--- config.mk ---
export PLATFORM = sky130hd
export DESIGN_NAME = sacl_out_q
export DESIGN_NICKNAME = d
export VERILOG_FILES = /design/src/rtl/core/sacl_pkg.sv /design/src/rtl/core/sacl_out_q.sv
export SDC_FILE = /design/constraint.sdc
export NUM_CORES = 1
export LEC_CHECK = 0
export BUFFER_PORTS_ARGS = -buffer_cell sky130_fd_sc_hd__buf_2
export CORE_ASPECT_RATIO = 0.9
export CORE_UTILIZATION = 45
export DETAILED_ROUTE_END_ITERATION = 16
export PLACE_DENSITY = 0.76
export SLEW_MARGIN = 0
export SYNTH_ARGS = -nofsm -noshare
export SYNTH_HDL_FRONTEND = slang
export SYNTH_SLANG_ARGS = --single-unit
export TNS_END_PERCENT = 30
--- constraint.sdc ---
create_clock -name clk -period 5.8 [get_ports clk]
set_input_delay 0.29 -clock clk [delete_from_list [all_inputs] [get_ports clk]]
set_output_delay 0.29 -clock clk [all_outputs]
set_load 0.05 [all_outputs]
--- src/rtl/core/sacl_pkg.sv ---
`timescale 1ns / 1ps
`default_nettype none
package sacl_pkg;

	localparam int unsigned ADDR_PORT_W = 25;
	localparam int unsigned BURST_W     = 3;
	localparam int unsigned WAY_OUT_W   = 3;
	localparam int unsigned CNT_W       = 32;

	typedef struct packed {
		logic                 was_hit;
		logic [WAY_OUT_W-1:0] way;
		logic [CNT_W-1:0]     hit_total;
		logic [CNT_W-1:0]     miss_total;
	} sacl_res_t;

	typedef enum logic [1:0] {
		BK_CLEAR,
		BK_IDLE,
		BK_LOOK
	} sacl_bk_state_t;

endpackage
`default_nettype wire

--- src/rtl/core/sacl_out_q.sv ---
`timescale 1ns / 1ps
`default_nettype none
module sacl_out_q (
	input  wire logic                clk,
	input  wire logic                arst_n,
	input  wire logic                wr,
	input  wire sacl_pkg::sacl_res_t wr_res,
	output logic                     room,
	output logic                     empty,
	input  wire logic                pop,
	output sacl_pkg::sacl_res_t      head
);
	import sacl_pkg::*;

	sacl_res_t  ent_q [2];
	logic       wp_q;
	logic       rp_q;
	logic [1:0] cnt_q;
	logic       rd_en;

	assign room  = (cnt_q != 2'd2);
	assign empty = (cnt_q == 2'd0);
	assign rd_en = pop && !empty;
	assign head  = ent_q[rp_q];

	always_ff @(posedge clk) begin
		if (wr) begin
			ent_q[wp_q] <= wr_res;
		end
	end

	always_ff @(posedge clk or negedge arst_n) begin
		if (!arst_n) begin
			wp_q  <= 1'b0;
			rp_q  <= 1'b0;
			cnt_q <= 2'd0;
		end else begin
			if (wr) begin
				wp_q <= !wp_q;
			end
			if (rd_en) begin
				rp_q <= !rp_q;
			end
			cnt_q <= cnt_q + 2'(wr) - 2'(rd_en);
		end
	end
endmodule
`default_nettype wire

* Word-level counts from Yosys, hierarchy flattened
Memory sizes are Yosys's and may differ from the RTL's. Cells that the tools add are included.
Word-level totals: bits in writable memories 136, memories 1, bits of input ports 72, logic and storage cells 14, register bits after elaboration 4
Memories:
- ent_q | depth 2, width 68, read ports 1, clocked after memory_dff 0, write ports 1, line sacl_out_q.sv:15 | sacl_res_t ent_q [2];
Cells by class: reduce and logical (&&, ||, !) cells 5, add/sub/neg operators 2, eq/ne operators 1, muxes and demuxes 2
Operators with widths (count):
- zero test 1 bit | 3
- adder 2 x 1 -> 2 bit | 1
- zero test 2 bit | 1
- 2-to-1 mux 1 bit | 2
- != test 2 bit (second input constant) | 1
- subtractor 2 x 1 -> 2 bit | 1
- logical AND 1 bit | 1

* Logic depth before layout (Yosys ltp)
depth after elaboration 4, mapped depth 6, mapped depth without buffers 6

* Least setup slack after synthesis
OpenSTA, ideal clock, no wires.
path type flip-flop to flip-flop, start reg wp_q, end mem ent_q[0][0] (netlist bit), enable pin, required time 5.297 ns, clock period less this slack 3.926 ns, cell stages (with the launch flop) 2, setup slack 1.874 ns, buffers on the path 0, library setup time 0.503 ns, data arrival time 3.423 ns, cell sequence dfrtp_1 > nor2b_1
RTL lines:
- start, declared | line sacl_out_q.sv:16 | logic wp_q;
- start signal, assigned | line sacl_out_q.sv:39 | wp_q <= !wp_q;
- end, declared | line sacl_out_q.sv:15
Straight into the memory's write port.

==> flow_summary.ini <==
[routing]
num_vias = 2556
met1_length_um = 3620
first_iter_violations = 87
vias_per_cell = 4.66
wl_met3_um = 636
antenna_left = 0
postRouteWirelength_um = 8440
dr.pass1.iters = 4
highest_layer = met4
wl_per_cell_um = 15.4
routed-wl-met2_um = 4070
post-route-drc-count = 0

[timing]
hold_viol = 0
final-max-slew-violation-count = 0
fmax_mhz = 411
worst_pin_slew_ns = 0.973
finalCritPeriodShare_pct = 41.9
setup-violations-final = 0
rsz0062_at_grt = false
clock_skew_ns = 0.00704
maxSlewHeadroom_pct = 35.1
setup_tns_ns = 0
post-route-min-period_ns = 2.43

[final_layout]
syn_to_final_growth_pct = 26.9
final_common_cell = buf_2
nets = 457
mostFrequentLayoutCells = buf_2 (141), edfxtp_1 (136), mux2_2 (58)
nFillCells = 881
diodes = 0
drive_above_1_share_pct = 59.6

[global_routing]
grt_pass1_wl_um = 12400
grt_util_all_layers_pct = 14.5
gr-total-overflow = 0
grt_pass1_vias = 2637
grt_max_degree = 70
antenna_found_initial = 0

[clocking]
insertion_delay_ns = 0.40
clockRootBuffer = clkbuf_16
clkTransAtPathRegs_ns = 0.05
cts_tree = done
numCtsBuffers = 17
cts_resized = 0
clkSinkCount = 140
h-tree-depth = 4
clock_path_buffers = 2

[worst_hold_path]
hp-class = input port to flip-flop

[floorplan]
die_w_um = 115
die-area_mm2 = 0.0119
boundaryPins = 142
initial_core_util_pct = 46.8
row_count = 36
die_h_um = 103
core_mm2 = 0.0110

[placement]
detailed_place_hpwl_um = 5310
gp_congestion = 0.656
io_buffers = 141

[synth]
avgSynthCellArea_um2 = 22.5
ys_seq_area_share_pct = 81.3
synth_ff_type = edfxtp_1
synthArstFlopShare_pct = 2.86
synth_cell_type_count = 16
synth_top_area_share_pct = 79.4
syn_inst = 229
synth_seq_cells = 140
synth-edff-count = 136
netlist_area_mm2 = 0.00514
yosys.area.top_type = edfxtp_1
yosys_warnings = 0
synth_nets = 303
synth_area_leaders = edfxtp_1 (79%), mux2_2 (13%), mux2_4 (2.9%), dfrtp_1 (1.9%), buf_2 (0.49%)

[pwr]
ir_drop_mv = 0.337
total_power_mw = 3.85
p_per_area_mw_per_mm2 = 589
p_leak_nw = 2.50

[critical_path]
cp_data_required_time_ns = 5.51
slowest_delay_ns = 1.05
crit_arrival_ns = 2.14
crit_chain = mux2_2, buf_2
path_max_fanout = 69
end_kind = primary output
start_kind = flip-flop
cpMaxStageDelayCell = dfrtp_4
criticalPathCategory = flip-flop to primary output

[status]
status = finished clean

[run]
cap_violations = 0
[where the power goes]
part | switching, mW | total, mW | leakage (nW) | internal, mW
combinational | 0.998 | 1.41 | 0.930 | 0.417
clock | 0.358 | 0.938 | 0.248 | 0.580
sequential | 0.145 | 1.49 | 1.32 | 1.35
[sequential cells by signal (all words and copies together) (netlist names)]
name / cells
cnt_q: 2
ent_q: 136
rp_q: 1
wp_q: 1
[metal layers]
layer / vias to the layer above / GRT usage, %
met1: 1227 / 17.2
met3: 11 / 6.24
li1: 1212 / -
met2: 106 / 23.0
met4: 0 / 7.29
met5: - / 0
[cells in the mapped netlist (2+ instances only)]
| cell type | number |
|---|---|
| dfrtp_1 | 4 |
| inv_1 | 2 |
| mux2_2 | 58 |
| buf_6 | 2 |
| edfxtp_1 | 136 |
| buf_2 | 5 |
| ha_1 | 2 |
| mux2_4 | 10 |
| xor2_1 | 2 |
| xnor2_1 | 2 |
[final timing paths]
check                            from      endpoint  slack [ns]  cells after the start
max in group asynchronous      arst_n          rp_q        5.41                      2
hold / removal             wr_res[29]  ent_q[1][29]        0.08                      1
setup reg to reg                 wp_q  ent_q[0][12]        3.71                      2
setup / recovery                 rp_q      head[21]        3.37                      2
hold reg to reg                  wp_q          wp_q        0.55                      1
min in group asynchronous      arst_n      cnt_q[0]        0.25                      2
[final cells by class]
cell class              instances  area, um2  area share (%)
flip-flops and latches        140       4190            64.1
multi-input cells              79        901            13.8
clock inverters                10       75.1            1.15
clock buffers                  22        444            6.80
inverters                       2       7.51           0.115
well taps                     152        190            2.91
repair buffers                143        723            11.1
[through the flow]
stage	hold slack, ns	instances	utilization, %	area, um2	worst slack [ns]
global route	0.0522	548	59.4	6530	3.26
CTS	0.0548	548	59.4	6530	3.32
floorplan	-0.00559	229	-	5140	1.87
global placement	0.103	515	54.6	6000	3.69
finish	0.0756	548	59.4	6530	3.37
detailed placement	0.102	515	54.6	6000	3.65
[logic make-up (layout without fill, tap and decap cells)]
group,after synthesis,in the layout,synth area share (%)
flops,140,140,81.3
mux,68,68,15.6
buf+inv,10,177,1.36
xor+xnor,4,4,0.681
simple gates,4,4,0.389
fa+ha+maj,2,2,0.486
compound gates,1,1,0.146
[critical path: cells and delay by family, from the launching register on]
family | cells | cell delay, ns
DFF | 1 | 1.05
muxes | 1 | 0.42
buffers and inverters | 1 | 0.22
[repair_timing]
action,CTS,global route
setup endpoints to repair,0,0
setup buffers,0,0
hold buffers,1,0
endpoints found under the hold margin,4,0
Power figures use the tool's default switching activity.
