<file path="config.mk">
export PLATFORM = sky130hd
export DESIGN_NAME = sacl_front
export DESIGN_NICKNAME = d
export VERILOG_FILES = /design/src/rtl/core/sacl_pkg.sv /design/src/rtl/core/sacl_front.sv
export SDC_FILE = /design/constraint.sdc
export NUM_CORES = 1
export LEC_CHECK = 0
export ABC_AREA = 0
export BUFFER_PORTS_ARGS = -buffer_cell sky130_fd_sc_hd__buf_2
export CORE_MARGIN = 2
export CORE_UTILIZATION = 40
export CTS_BUF_LIST = sky130_fd_sc_hd__clkbuf_4 sky130_fd_sc_hd__clkbuf_8
export DETAILED_ROUTE_END_ITERATION = 6
export PLACE_DENSITY = 0.73
export SLEW_MARGIN = 20
export SYNTH_ARGS = -nofsm -noshare
export SYNTH_HDL_FRONTEND = slang
export SYNTH_SLANG_ARGS = --single-unit
</file>
<file path="constraint.sdc">
create_clock -name clk -period 2.4 [get_ports clk]
set_input_delay 0.24 -clock clk [delete_from_list [all_inputs] [get_ports clk]]
set_output_delay 0.24 -clock clk [all_outputs]
set_load 0.02 [all_outputs]
</file>
<file path="src/rtl/core/sacl_pkg.sv">
`timescale 1ns / 1ps
`default_nettype none
package sacl_pkg;

	localparam int unsigned ADDR_PORT_W = 25;
	localparam int unsigned BURST_W     = 3;
	localparam int unsigned WAY_OUT_W   = 3;
	localparam int unsigned CNT_W       = 32;

	typedef struct packed {
		logic                 was_hit;
		logic [WAY_OUT_W-1:0] way;
		logic [CNT_W-1:0]     hit_total;
		logic [CNT_W-1:0]     miss_total;
	} sacl_res_t;

	typedef enum logic [1:0] {
		BK_CLEAR,
		BK_IDLE,
		BK_LOOK
	} sacl_bk_state_t;

endpackage
`default_nettype wire

</file>
<file path="src/rtl/core/sacl_front.sv">
`timescale 1ns / 1ps
`default_nettype none
module sacl_front #(
	parameter int unsigned LOB   = 4,
	parameter int unsigned SB    = 8,
	parameter int unsigned TAG_W = 13,
	parameter int unsigned AW    = 25
) (
	input  wire logic                             clk,
	input  wire logic                             arst_n,
	input  wire logic [sacl_pkg::ADDR_PORT_W-1:0] byte_address,
	input  wire logic [sacl_pkg::BURST_W-1:0]     burst_length,
	input  wire logic                             push,
	output logic                                  full,
	output logic                                  req_valid,
	input  wire logic                             req_take,
	output logic [SB-1:0]                         req_set,
	output logic [TAG_W-1:0]                      req_tag,
	output logic [sacl_pkg::BURST_W-1:0]          req_burst
);
	import sacl_pkg::*;

	localparam int unsigned EXT_W = ADDR_PORT_W + LOB + SB + TAG_W;

	logic [EXT_W-1:0]   a_ext;
	logic [SB-1:0]      set_q   [2];
	logic [TAG_W-1:0]   tag_q   [2];
	logic [BURST_W-1:0] burst_q [2];
	logic               wp_q;
	logic               rp_q;
	logic [1:0]         cnt_q;
	logic               wr_en;
	logic               rd_en;

	assign a_ext = EXT_W'(byte_address) & ~({EXT_W{1'b1}} << AW);

	assign full      = (cnt_q == 2'd2);
	assign req_valid = (cnt_q != 2'd0);
	assign wr_en     = push && !full;
	assign rd_en     = req_take && req_valid;
	assign req_set   = set_q[rp_q];
	assign req_tag   = tag_q[rp_q];
	assign req_burst = burst_q[rp_q];

	always_ff @(posedge clk) begin
		if (wr_en) begin
			set_q[wp_q]   <= a_ext[LOB +: SB];
			tag_q[wp_q]   <= a_ext[LOB + SB +: TAG_W];
			burst_q[wp_q] <= burst_length;
		end
	end

	always_ff @(posedge clk or negedge arst_n) begin
		if (!arst_n) begin
			wp_q  <= 1'b0;
			rp_q  <= 1'b0;
			cnt_q <= 2'd0;
		end else begin
			if (wr_en) begin
				wp_q <= !wp_q;
			end
			if (rd_en) begin
				rp_q <= !rp_q;
			end
			cnt_q <= cnt_q + 2'(wr_en) - 2'(rd_en);
		end
	end
endmodule
`default_nettype wire

</file>
; Yosys cells after proc, flatten, opt, wreduce, memory -nomap -nowiden
; Memory sizes are Yosys's and may differ from the RTL's.
; Cells that the tools add are included.
[word_totals]
ff_bits = 4
output_inout_bits = 26
wordCells = 17
mem_count = 3
input_bits = 32
mem_bits_rw = 48
[memory_table]
columns = name, words, width, read_ports, rd_clocked_by_memory_dff, write_ports, line
row1 = tag_q, 2, 13, 1, 0, 1, sacl_front.sv:27  ; logic [TAG_W-1:0] tag_q [2];
row2 = set_q, 2, 8, 1, 0, 1, sacl_front.sv:26  ; logic [SB-1:0] set_q [2];
row3 = burst_q, 2, 3, 1, 0, 1, sacl_front.sv:28  ; logic [BURST_W-1:0] burst_q [2];
[op_classes]
n_reduce_logical = 6
n_eq_ne = 1
n_addsub = 2
muxes = 2
[ops]
columns = operator, n
row1 = 1-bit logical NOT, 3
row2 = 2-bit by 1-bit adder with 2-bit output, 1
row3 = 2-bit equality test (second input constant), 1
row4 = 1-bit logical AND, 2
row5 = 1-bit 2-to-1 mux, 2
row6 = 2-bit nonzero test, 1
row7 = 2-bit by 1-bit subtractor with 2-bit output, 1

; Logic depth before layout (Yosys ltp)
; Gate-level depths: netlist of run 1.
[logic_depth]
depth_word = 5
mapped_depth = 7
depth_no_buf = 7

; Worst setup path after synthesis of run 1
; No wires, ideal clock.
[synth_timing]
kind = register -> register
startpoint = reg cnt_q[1]
endpoint = mem burst_q[0][0], enable pin
setup_ns = 0.405
synth_period_minus_slack_ns = 2.017
path_stages_with_launch = 4
setup_slack_ns = 0.383
t_arrival_ns = 1.613
n_path_buf = 0
t_required_ns = 1.995
cell_sequence = dfrtp_1 -> nand2b_1 -> nand2_1 -> nor2_1
[synth_between]
elab_chain_cells = 5
[synth_rtl]
columns = item, line
row1 = start: declaration, sacl_front.sv:31  ; logic [1:0] cnt_q;
row2 = start signal: assignment, sacl_front.sv:65  ; cnt_q <= cnt_q + 2'(wr_en) - 2'(rd_en);
row3 = 2-bit equality test, sacl_front.sv:37  ; assign full = (cnt_q == 2'd2);
row4 = 1-bit logical NOT, sacl_front.sv:39  ; assign wr_en = push && !full;
row5 = 1-bit logical AND, sacl_front.sv:39
row6 = 1-bit 2-to-1 mux, sacl_front.sv:46  ; if (wr_en) begin
row7 = 1-bit 2-to-1 mux (not written as such), sacl_front.sv:49  ; burst_q[wp_q] <= burst_length;
row8 = end: declaration, sacl_front.sv:28
; No other way between the ends.

; Final worst setup path of run 1
[layout_timing]
startpoint = reg rp_q
endpoint = out req_set[7]
[layout_between]
elab_chain_cells = 1
[layout_rtl]
columns = item, line
row1 = start: declaration, sacl_front.sv:30  ; logic rp_q;
row2 = start signal: assignment, sacl_front.sv:63  ; rp_q <= !rp_q;
row3 = memory 2 x 8 bit, --
row4 = end: declaration, sacl_front.sv:17  ; output logic [SB-1:0] req_set,
; No other way between the ends.

==> results of run 1 <==
per-stage QoR:
stage               total power (uW)   util  setup WS [ns]  hold WS [ns]  cells
finish                          2940  0.516          0.487         0.138    222
global route                    3120  0.516          0.373         0.113    222
CTS                             3010  0.516          0.449         0.123    222
detailed placement              2550  0.497          0.654        0.0525    214
global placement                2490  0.497          0.769        0.0437    214
floorplan                       2220      -          0.383       -0.0556     93
layout make-up:
cell class | instances | area share
clock buffer | 6 | 0.0309
clock inverter | 1 | 0.00203
inverter | 2 | 0.00304
multi-input combinational | 36 | 0.178
sequential | 52 | 0.624
tap | 67 | 0.0339
timing repair buffer | 58 | 0.129
path summary, 6_finish.rpt:
path / startpoint / to / slack [ns] / cells past startpoint
worst max-delay path: rp_q$_DFFE_PN0P_ / req_set[7] / 0.49 / 3
worst min-delay path: byte_address[15] / tag_q[1][3]$_DFFE_PP_ / 0.14 / 1
worst max register to register: cnt_q[1]$_DFF_PN0_ / cnt_q[1]$_DFF_PN0_ / 0.65 / 7
worst min register to register: wp_q$_DFFE_PN0N_ / wp_q$_DFFE_PN0N_ / 0.53 / 1
max in group asynchronous: arst_n / rp_q$_DFFE_PN0P_ / 1.99 / 2
min in group asynchronous: arst_n / cnt_q[0]$_DFF_PN0_ / 0.28 / 2
kinds of logic after synthesis:
kind of cell | synth area share
XOR/XNOR | 0.0174
adder cells (fa/ha/maj) | 0.0124
buffers and inverters | 0.0204
multiplexers | 0.169
flip-flops | 0.763
AND/OR/NAND/NOR | 0.0174
routing by layer:
layer	vias up	track usage	part of all wire
met3	3	0.0495	0.078
met5	-	0	0
met1	490	0.128	0.40
met4	0	0.0357	0.0046
li1	475	-	-
met2	43	0.189	0.52
Yosys cell counts:
cell / count
and3_1: 1
nand2_1: 1
ha_1: 2
xnor2_1: 3
dfrtp_1: 4
nor2_1: 1
mux2_1: 5
edfxtp_1: 48
inv_1: 2
and2_4: 1
buf_6: 3
mux2_4: 19
nand2b_1: 1
xor2_1: 1
or2_1: 1
worst max-delay path: cells and delay by family (launching register included):
kind	cells	cell delay (ns)
buffers and inverters	2	0.56
DFF	1	0.46
muxes	1	0.36
registers in the layout, summed over array words and instances, names as in the netlist:
register	flops
tag_q	26
set_q	16
burst_q	6
cnt_q	2
rp_q	1
wp_q	1
power breakdown:
group	switching, uW	total, uW	internal (uW)	leakage, uW
Sequential	78.8	1320	1250	0.000492
Combinational	638	1170	531	0.000471
Clock	242	451	210	0.0000445
==> flow_summary.json, run 1 <==
{
  "yosysTopAreaCell": "edfxtp_1",
  "wl_um": 3040,
  "worst_pin_slew_ns": 0.553,
  "cts_buffers": 5,
  "worstSetupStartpointType": "flip-flop",
  "synth.area.top_cells": "edfxtp_1 (71%), mux2_4 (14%), dfrtp_1 (5.0%)",
  "relSlewSlack": 0.631,
  "ir_worst_vdd_mv": 0.809,
  "hold_buffers": 1,
  "cp-end-kind": "primary output",
  "final-max-slew-violation-count": 0,
  "num-nets-final": 189,
  "ys_seq_area_frac": 0.763,
  "via_count": 1011,
  "mostFrequentLayoutCells": "buf_2 (53), edfxtp_1 (48), mux2_4 (19), mux2_1 (5), clkbuf_8 (5)",
  "dieArea_mm2": 0.00563,
  "status": "complete, no violations",
  "p_per_area_mw_per_mm2": 1190,
  "syn_area_mm2": 0.00202,
  "fill_cells": 391,
  "grt_pass1_wl_um": 4550,
  "setup_viol": 0,
  "layout-drive-gt1-share": 0.548,
  "syn_avg_cell_area_um2": 21.7,
  "required_ns": 2.16,
  "dpl.hpwl_um": 2230,
  "max_stage_delay_ns": 0.46,
  "syn_to_final_growth_pct": 22.4,
  "cts-root-buf": "clkbuf_8",
  "wl_per_cell_um": 13.7,
  "cts_tree": "yes",
  "syn_nets": 127,
  "gp_congestion": 0.666,
  "initial_core_util": 0.422,
  "design_area_mm2": 0.00247,
  "die_w_um": 75.1,
  "antenna_found_initial": 0,
  "rsz0062_at_grt": "false",
  "finalCriticalPeriod_ns": 1.91,
  "clock_latency_ns": 0.29,
  "cts_resized": 0,
  "period_share": 0.797,
  "io_pins": 58,
  "final_common_cell": "buf_2",
  "yosysWarningCount": 0,
  "finalHoldViolCount": 0,
  "synthDistinctLibCells": 15,
  "tns_ns": 0,
  "grt.overflow.total": 0,
  "synth_cells": 93,
  "critPathKind": "reg2out",
  "multi_input_area_um2": 439,
  "cts_max_level": 2,
  "fmax_mhz": 523,
  "hold_class": "in2reg",
  "insertedDiodeCount": 0,
  "row_count": 25,
  "die_h_um": 75.1,
  "cts_buffer_depth": 2,
  "post-route-drc-count": 0,
  "synth_top_area_share": 0.714,
  "crit_slowest_cell": "dfrtp_1",
  "core_area_mm2": 0.00479,
  "regArea_mm2": 0.00154,
  "vias_per_cell": 4.55,
  "cp_max_fo": 22,
  "grt_max_degree": 23,
  "skew_ns": 0.00425,
  "ant_nets": 0,
  "grt_pass1_vias": 1019,
  "worstPathArrival_ns": 1.67,
  "cts_setup_buffers": 0,
  "cts.clk_slew.worst_paths_ns": 0.08,
  "power.leakage_uw": 0.00101,
  "ys_ff_latch": 52,
  "cts_sinks": 52,
  "numPortBuffers": 53,
  "max-cap-violations": 0,
  "placed_area_mm2": 0.00238,
  "drt_pass1_iterations": 4,
  "grt.total_usage": 0.112,
  "path_cells": "buf_4 -> mux2_1 -> buf_2",
  "drt_iter0_drc": 52
}
(Power assumes the default switching activity.)
==> inputs of run 2 (changes only) <==
--- a/config.mk
+++ b/config.mk
@@ -11,7 +11,7 @@
 export CORE_UTILIZATION = 40
 export CTS_BUF_LIST = sky130_fd_sc_hd__clkbuf_4 sky130_fd_sc_hd__clkbuf_8
 export DETAILED_ROUTE_END_ITERATION = 6
-export PLACE_DENSITY = 0.73
+export PLACE_DENSITY = 0.76
 export SLEW_MARGIN = 20
 export SYNTH_ARGS = -nofsm -noshare
 export SYNTH_HDL_FRONTEND = slang
==> constraint.sdc (replaced) <==
create_clock -name clk -period 1.54 [get_ports clk]
set_input_delay 0.154 -clock clk [delete_from_list [all_inputs] [get_ports clk]]
set_output_delay 0.154 -clock clk [all_outputs]
set_load 0.02 [all_outputs]
==> flow_summary.json, run 2 (synthesized netlist as in run 1, its figures left out) <==
{
  "status": "complete, but fails checks",
  "violations": "negative setup slack",
  "syn_to_final_growth_pct": 40.5,
  "relSlewSlack": 0.861,
  "cts.clk_slew.worst_paths_ns": 0.09,
  "cp_max_fo": 2,
  "largest_register": "tag_q",
  "sequentialPowerShare": 0.371,
  "clock_latency_ns": 0.29,
  "num-nets-final": 198,
  "cts_buffers": 5,
  "period_share": 1.05,
  "grt.overflow.total": 0,
  "final-max-slew-violation-count": 0,
  "grt_max_degree": 17,
  "cts_sinks": 52,
  "dieArea_mm2": 0.00563,
  "p_comb_frac": 0.499,
  "critPathKind": "reg2reg",
  "via_count": 1059,
  "rsz0062_at_grt": "true",
  "ant_nets": 0,
  "grt_pass1_vias": 1050,
  "io_pins": 58,
  "power.leakage_uw": 0.00116,
  "setup_viol": 15,
  "switching_power_uw": 1770,
  "setup_slack_ns": -0.0707,
  "largest_register_ffs": 26,
  "cts_setup_buffers": 0,
  "final_common_cell": "edfxtp_1",
  "die_w_um": 75.1,
  "design_area_mm2": 0.00284,
  "finalHoldViolCount": 0,
  "post-route-drc-count": 0,
  "numPortBuffers": 53,
  "worstSetupStartpointType": "flip-flop",
  "insertedDiodeCount": 0,
  "pwr-share-clk": 0.130,
  "placed_area_mm2": 0.00245,
  "internal_power_uw": 3840,
  "cp-end-kind": "flip-flop",
  "max-cap-violations": 0,
  "ir_worst_vdd_mv": 1.15,
  "layout-drive-gt1-share": 0.655,
  "cts_tree": "yes",
  "initial_core_util": 0.422,
  "vias_per_cell": 4.56,
  "cts_max_level": 2,
  "drt_iter0_drc": 71,
  "grt_pass1_wl_um": 4800,
  "required_ns": 1.75,
  "hold_slack_ns": 0.0423,
  "top_regs": "tag_q (26), set_q (16), burst_q (6)",
  "worstPathArrival_ns": 1.82,
  "finalCriticalPeriod_ns": 1.61,
  "p_per_area_mw_per_mm2": 1980,
  "grt.total_usage": 0.120,
  "gp_congestion": 0.705,
  "mostFrequentLayoutCells": "edfxtp_1 (48), buf_2 (29), mux2_4 (24), buf_6 (24), buf_4 (7)",
  "switching_share": 0.315,
  "hold_class": "in2reg",
  "cts-root-buf": "clkbuf_8",
  "wl_um": 3440,
  "fmax_mhz": 621,
  "worst_pin_slew_ns": 0.208,
  "core_area_mm2": 0.00479,
  "cts_buffer_depth": 2,
  "row_count": 25,
  "drt_pass1_iterations": 4,
  "skew_ns": 0.00526,
  "antenna_found_initial": 0,
  "wl_per_cell_um": 14.8,
  "dpl.hpwl_um": 2380,
  "die_h_um": 75.1
}
## run 2: changes by cell type in the layout (fill, tap and decap cells not counted), moves of 2 or more
| cell | change |
|---|---|
| ha_4 | +2 |
| mux2_4 | +5 |
| clkbuf_16 | +2 |
| buf_6 | +24 |
| mux2_1 | -5 |
| buf_12 | +3 |
| buf_4 | +4 |
| buf_2 | -24 |
| ha_1 | -2 |
## run 2: timing repair
item	CTS	global route
hold endpoints to repair	4	0
gates resized for setup	18	48
setup endpoints to repair	25	60
hold buffers	1	0
gates cloned	0	2
pin swaps	5	2
## run 2: final timing paths
kind	from	to	slack (ns)	depth (start not counted)
worst max-delay path	cnt_q[1]$_DFF_PN0_	cnt_q[1]$_DFF_PN0_	-0.07	7
max in group asynchronous	arst_n	rp_q$_DFFE_PN0P_	1.21	2
worst min-delay path	byte_address[18]	tag_q[0][6]$_DFFE_PP_	0.04	1
worst min register to register	wp_q$_DFFE_PN0N_	wp_q$_DFFE_PN0N_	0.56	1
min in group asynchronous	arst_n	cnt_q[0]$_DFF_PN0_	0.20	2
worst max register to register	cnt_q[1]$_DFF_PN0_	cnt_q[1]$_DFF_PN0_	-0.07	7
## run 2: critical path: stages, from the launching register on
cell and delay (ns):
dfrtp_1 0.39, or2_4 0.25, and2_4 0.15, ha_4 0.25, inv_2 0.04, ha_4 0.15
xnor2_2 0.13, xnor2_1 0.17
## run 2: per-stage QoR
step | cells | worst slack, ns | total power, uW | setup TNS (ns) | util
6_report | 232 | -0.0707 | 5610 | -0.292 | 0.593
5_1_grt | 232 | -0.123 | 5910 | -1.50 | 0.593
4_1_cts | 230 | -0.0846 | 5100 | -0.589 | 0.550
3_5_place_dp | 221 | -0.110 | 4140 | -0.110 | 0.513
3_3_place_gp | 221 | -0.0386 | 4050 | -0.0386 | 0.513
2_1_floorplan | 93 | -0.0881 | 3490 | -0.0881 | -
## run 2: area by class of cell
cell class,count,area (um^2)
inverters,2,7.51
fillers,370,1950
clock buffers,5,68.8
repair buffers,67,608
well taps,67,83.8
flip-flops and latches,52,1540
multi-input cells,36,508
clock inverters,3,18.8
## run 2: power by group through the flow
stage               Sequential [uW]  Clock [uW]  Combinational [uW]
floorplan                      2060           0                1430
global placement               2050           0                2000
detailed placement             2080           0                2060
CTS                            2060         757                2280
global route                   2110         823                2970
finish                         2080         730                2800
## run 2: metal layers
metal	GRT usage	up-vias	routed length (um)
li1	-	496	-
met1	0.133	514	1400
met2	0.213	46	1760
met3	0.0495	3	261
met4	0.0298	0	17
met5	0	-	0
==> inputs of run 3 (changes only) <==
--- a/config.mk
+++ b/config.mk
@@ -7,11 +7,12 @@
 export LEC_CHECK = 0
 export ABC_AREA = 0
 export BUFFER_PORTS_ARGS = -buffer_cell sky130_fd_sc_hd__buf_2
+export CORE_ASPECT_RATIO = 2
 export CORE_MARGIN = 2
-export CORE_UTILIZATION = 40
+export CORE_UTILIZATION = 48
 export CTS_BUF_LIST = sky130_fd_sc_hd__clkbuf_4 sky130_fd_sc_hd__clkbuf_8
 export DETAILED_ROUTE_END_ITERATION = 6
-export PLACE_DENSITY = 0.76
+export PLACE_DENSITY = 0.87
 export SLEW_MARGIN = 20
 export SYNTH_ARGS = -nofsm -noshare
 export SYNTH_HDL_FRONTEND = slang
==> flow_summary.json, run 3 (synthesized netlist as in run 1, its figures left out) <==
{
  "status": "complete, but fails checks",
  "violations": "negative setup slack",
  "cp-end-kind": "flip-flop",
  "period_share": 1.04,
  "dpl.hpwl_um": 2350,
  "grt.overflow.total": 0,
  "critical_path.top_delay_family": "adder cells",
  "cts.clk_slew.worst_paths_ns": 0.08,
  "skew_ns": 0.00739,
  "placed_area_mm2": 0.00241,
  "finalCriticalPeriod_ns": 1.61,
  "row_count": 33,
  "final_util": 0.685,
  "wl_per_cell_um": 18.3,
  "setup_slack_ns": -0.0662,
  "final_common_cell": "edfxtp_1",
  "final-max-slew-violation-count": 0,
  "gp_congestion": 0.677,
  "drt_iter0_drc": 24,
  "crit_slowest_cell": "dfrtp_1",
  "cts_sinks": 52,
  "drt_pass1_iterations": 3,
  "top_regs": "tag_q (26), set_q (16), burst_q (6)",
  "post-route-drc-count": 0,
  "cts-root-buf": "clkbuf_8",
  "relSlewSlack": 0.845,
  "via_count": 1055,
  "ant_nets": 0,
  "setup_viol": 25,
  "hold_slack_ns": 0.0497,
  "layout-drive-gt1-share": 0.650,
  "ir_worst_vdd_mv": 1.58,
  "cp_max_fo": 2,
  "initial_core_util": 0.494,
  "rsz0062_at_grt": "true",
  "critPathKind": "reg2reg",
  "antenna_found_initial": 0,
  "worst_pin_slew_ns": 0.233,
  "cts_max_level": 2,
  "die_w_um": 49.9,
  "cts_buffer_depth": 2,
  "fin_cells": 215,
  "syn_to_final_growth_pct": 38.7,
  "grt_pass1_vias": 1034,
  "dieArea_mm2": 0.00477,
  "vias_per_cell": 4.91,
  "worstSetupStartpointType": "flip-flop",
  "insertedDiodeCount": 0,
  "fill_cells": 247,
  "largest_register": "tag_q",
  "power.leakage_uw": 0.00115,
  "critPathMostFrequentCell": "ha_4",
  "clock_latency_ns": 0.29,
  "max-cap-violations": 0,
  "worstPathArrival_ns": 1.82,
  "largest_register_ffs": 26,
  "fmax_mhz": 623,
  "wl_um": 3930,
  "grt_pass1_wl_um": 5000,
  "io_pins": 58,
  "finalHoldViolCount": 0,
  "cts_tree": "yes",
  "path_cells": "or2_4 -> and2_4 -> ha_4 -> inv_2 -> ha_4 -> xnor2_2 -> xnor2_1",
  "cp_num_buf_inv": 1,
  "core_area_mm2": 0.00409,
  "p_per_area_mw_per_mm2": 2010,
  "required_ns": 1.75,
  "cts_buffers": 5,
  "hold_class": "in2reg",
  "numPortBuffers": 53,
  "die_h_um": 95.7,
  "preCtsSetupSlack_ns": -0.141,
  "dp_cells": 201,
  "design_area_mm2": 0.00280,
  "grt.total_usage": 0.145,
  "grt_max_degree": 25,
  "mostFrequentLayoutCells": "edfxtp_1 (48), buf_2 (29), mux2_4 (24), buf_6 (24)",
  "max_stage_delay_ns": 0.39,
  "num-nets-final": 196
}
run 3: changes by cell type in the layout (fill, tap and decap cells not counted), sizes merged:
cell | previous run | this run
buf | 64 | 62
clkbuf | 7 | 9
clkinv | 3 | 1
run 3: what timing repair did:
| item | CTS | global route |
|---|---|---|
| hold buffers | 1 | 0 |
| gates cloned | 0 | 3 |
| pin swaps | 6 | 3 |
| setup endpoints to repair | 25 | 49 |
| gates resized for setup | 8 | 54 |
| buffers inserted | 1 | 1 |
| endpoints found under the hold margin | 4 | 0 |
run 3: area by class of cell:
cell class,count,area (um^2),area share
multi-input combinational,36,508,0.181
inverter,2,7.51,0.00268
tap,52,65.1,0.0232
clock inverter,1,5.00,0.00179
clock buffer,7,83.8,0.0299
sequential,52,1540,0.551
timing repair buffer,65,588,0.210
run 3: power by group:
group	switching (uW)	internal (uW)
Clock	386	354
Combinational	1220	1550
Sequential	169	1950
run 3: worst paths after layout:
check,endpoint,cells past startpoint,from,slack [ns]
min in group asynchronous,cnt_q[0]$_DFF_PN0_,2,arst_n,0.20
worst max register to register,cnt_q[1]$_DFF_PN0_,7,cnt_q[0]$_DFF_PN0_,-0.07
max in group asynchronous,rp_q$_DFFE_PN0P_,2,arst_n,1.21
worst min-delay path,tag_q[0][10]$_DFFE_PP_,1,byte_address[22],0.05
worst max-delay path,cnt_q[1]$_DFF_PN0_,7,cnt_q[0]$_DFF_PN0_,-0.07
worst min register to register,wp_q$_DFFE_PN0N_,1,wp_q$_DFFE_PN0N_,0.56
run 3: through the flow:
stage | total power (uW) | TNS (ns)
2_1_floorplan | 3490 | -0.0881
3_3_place_gp | 3980 | -0.0584
3_5_place_dp | 4090 | -0.141
4_1_cts | 4950 | -0.791
5_1_grt | 5880 | -1.84
6_report | 5620 | -0.940
run 3: metal layers:
metal | global-route usage | share of wire
met3 | 0.0280 | 0.027
met2 | 0.270 | 0.59
met4 | 0.0764 | 0.037
met1 | 0.151 | 0.34
met5 | 0 | 0
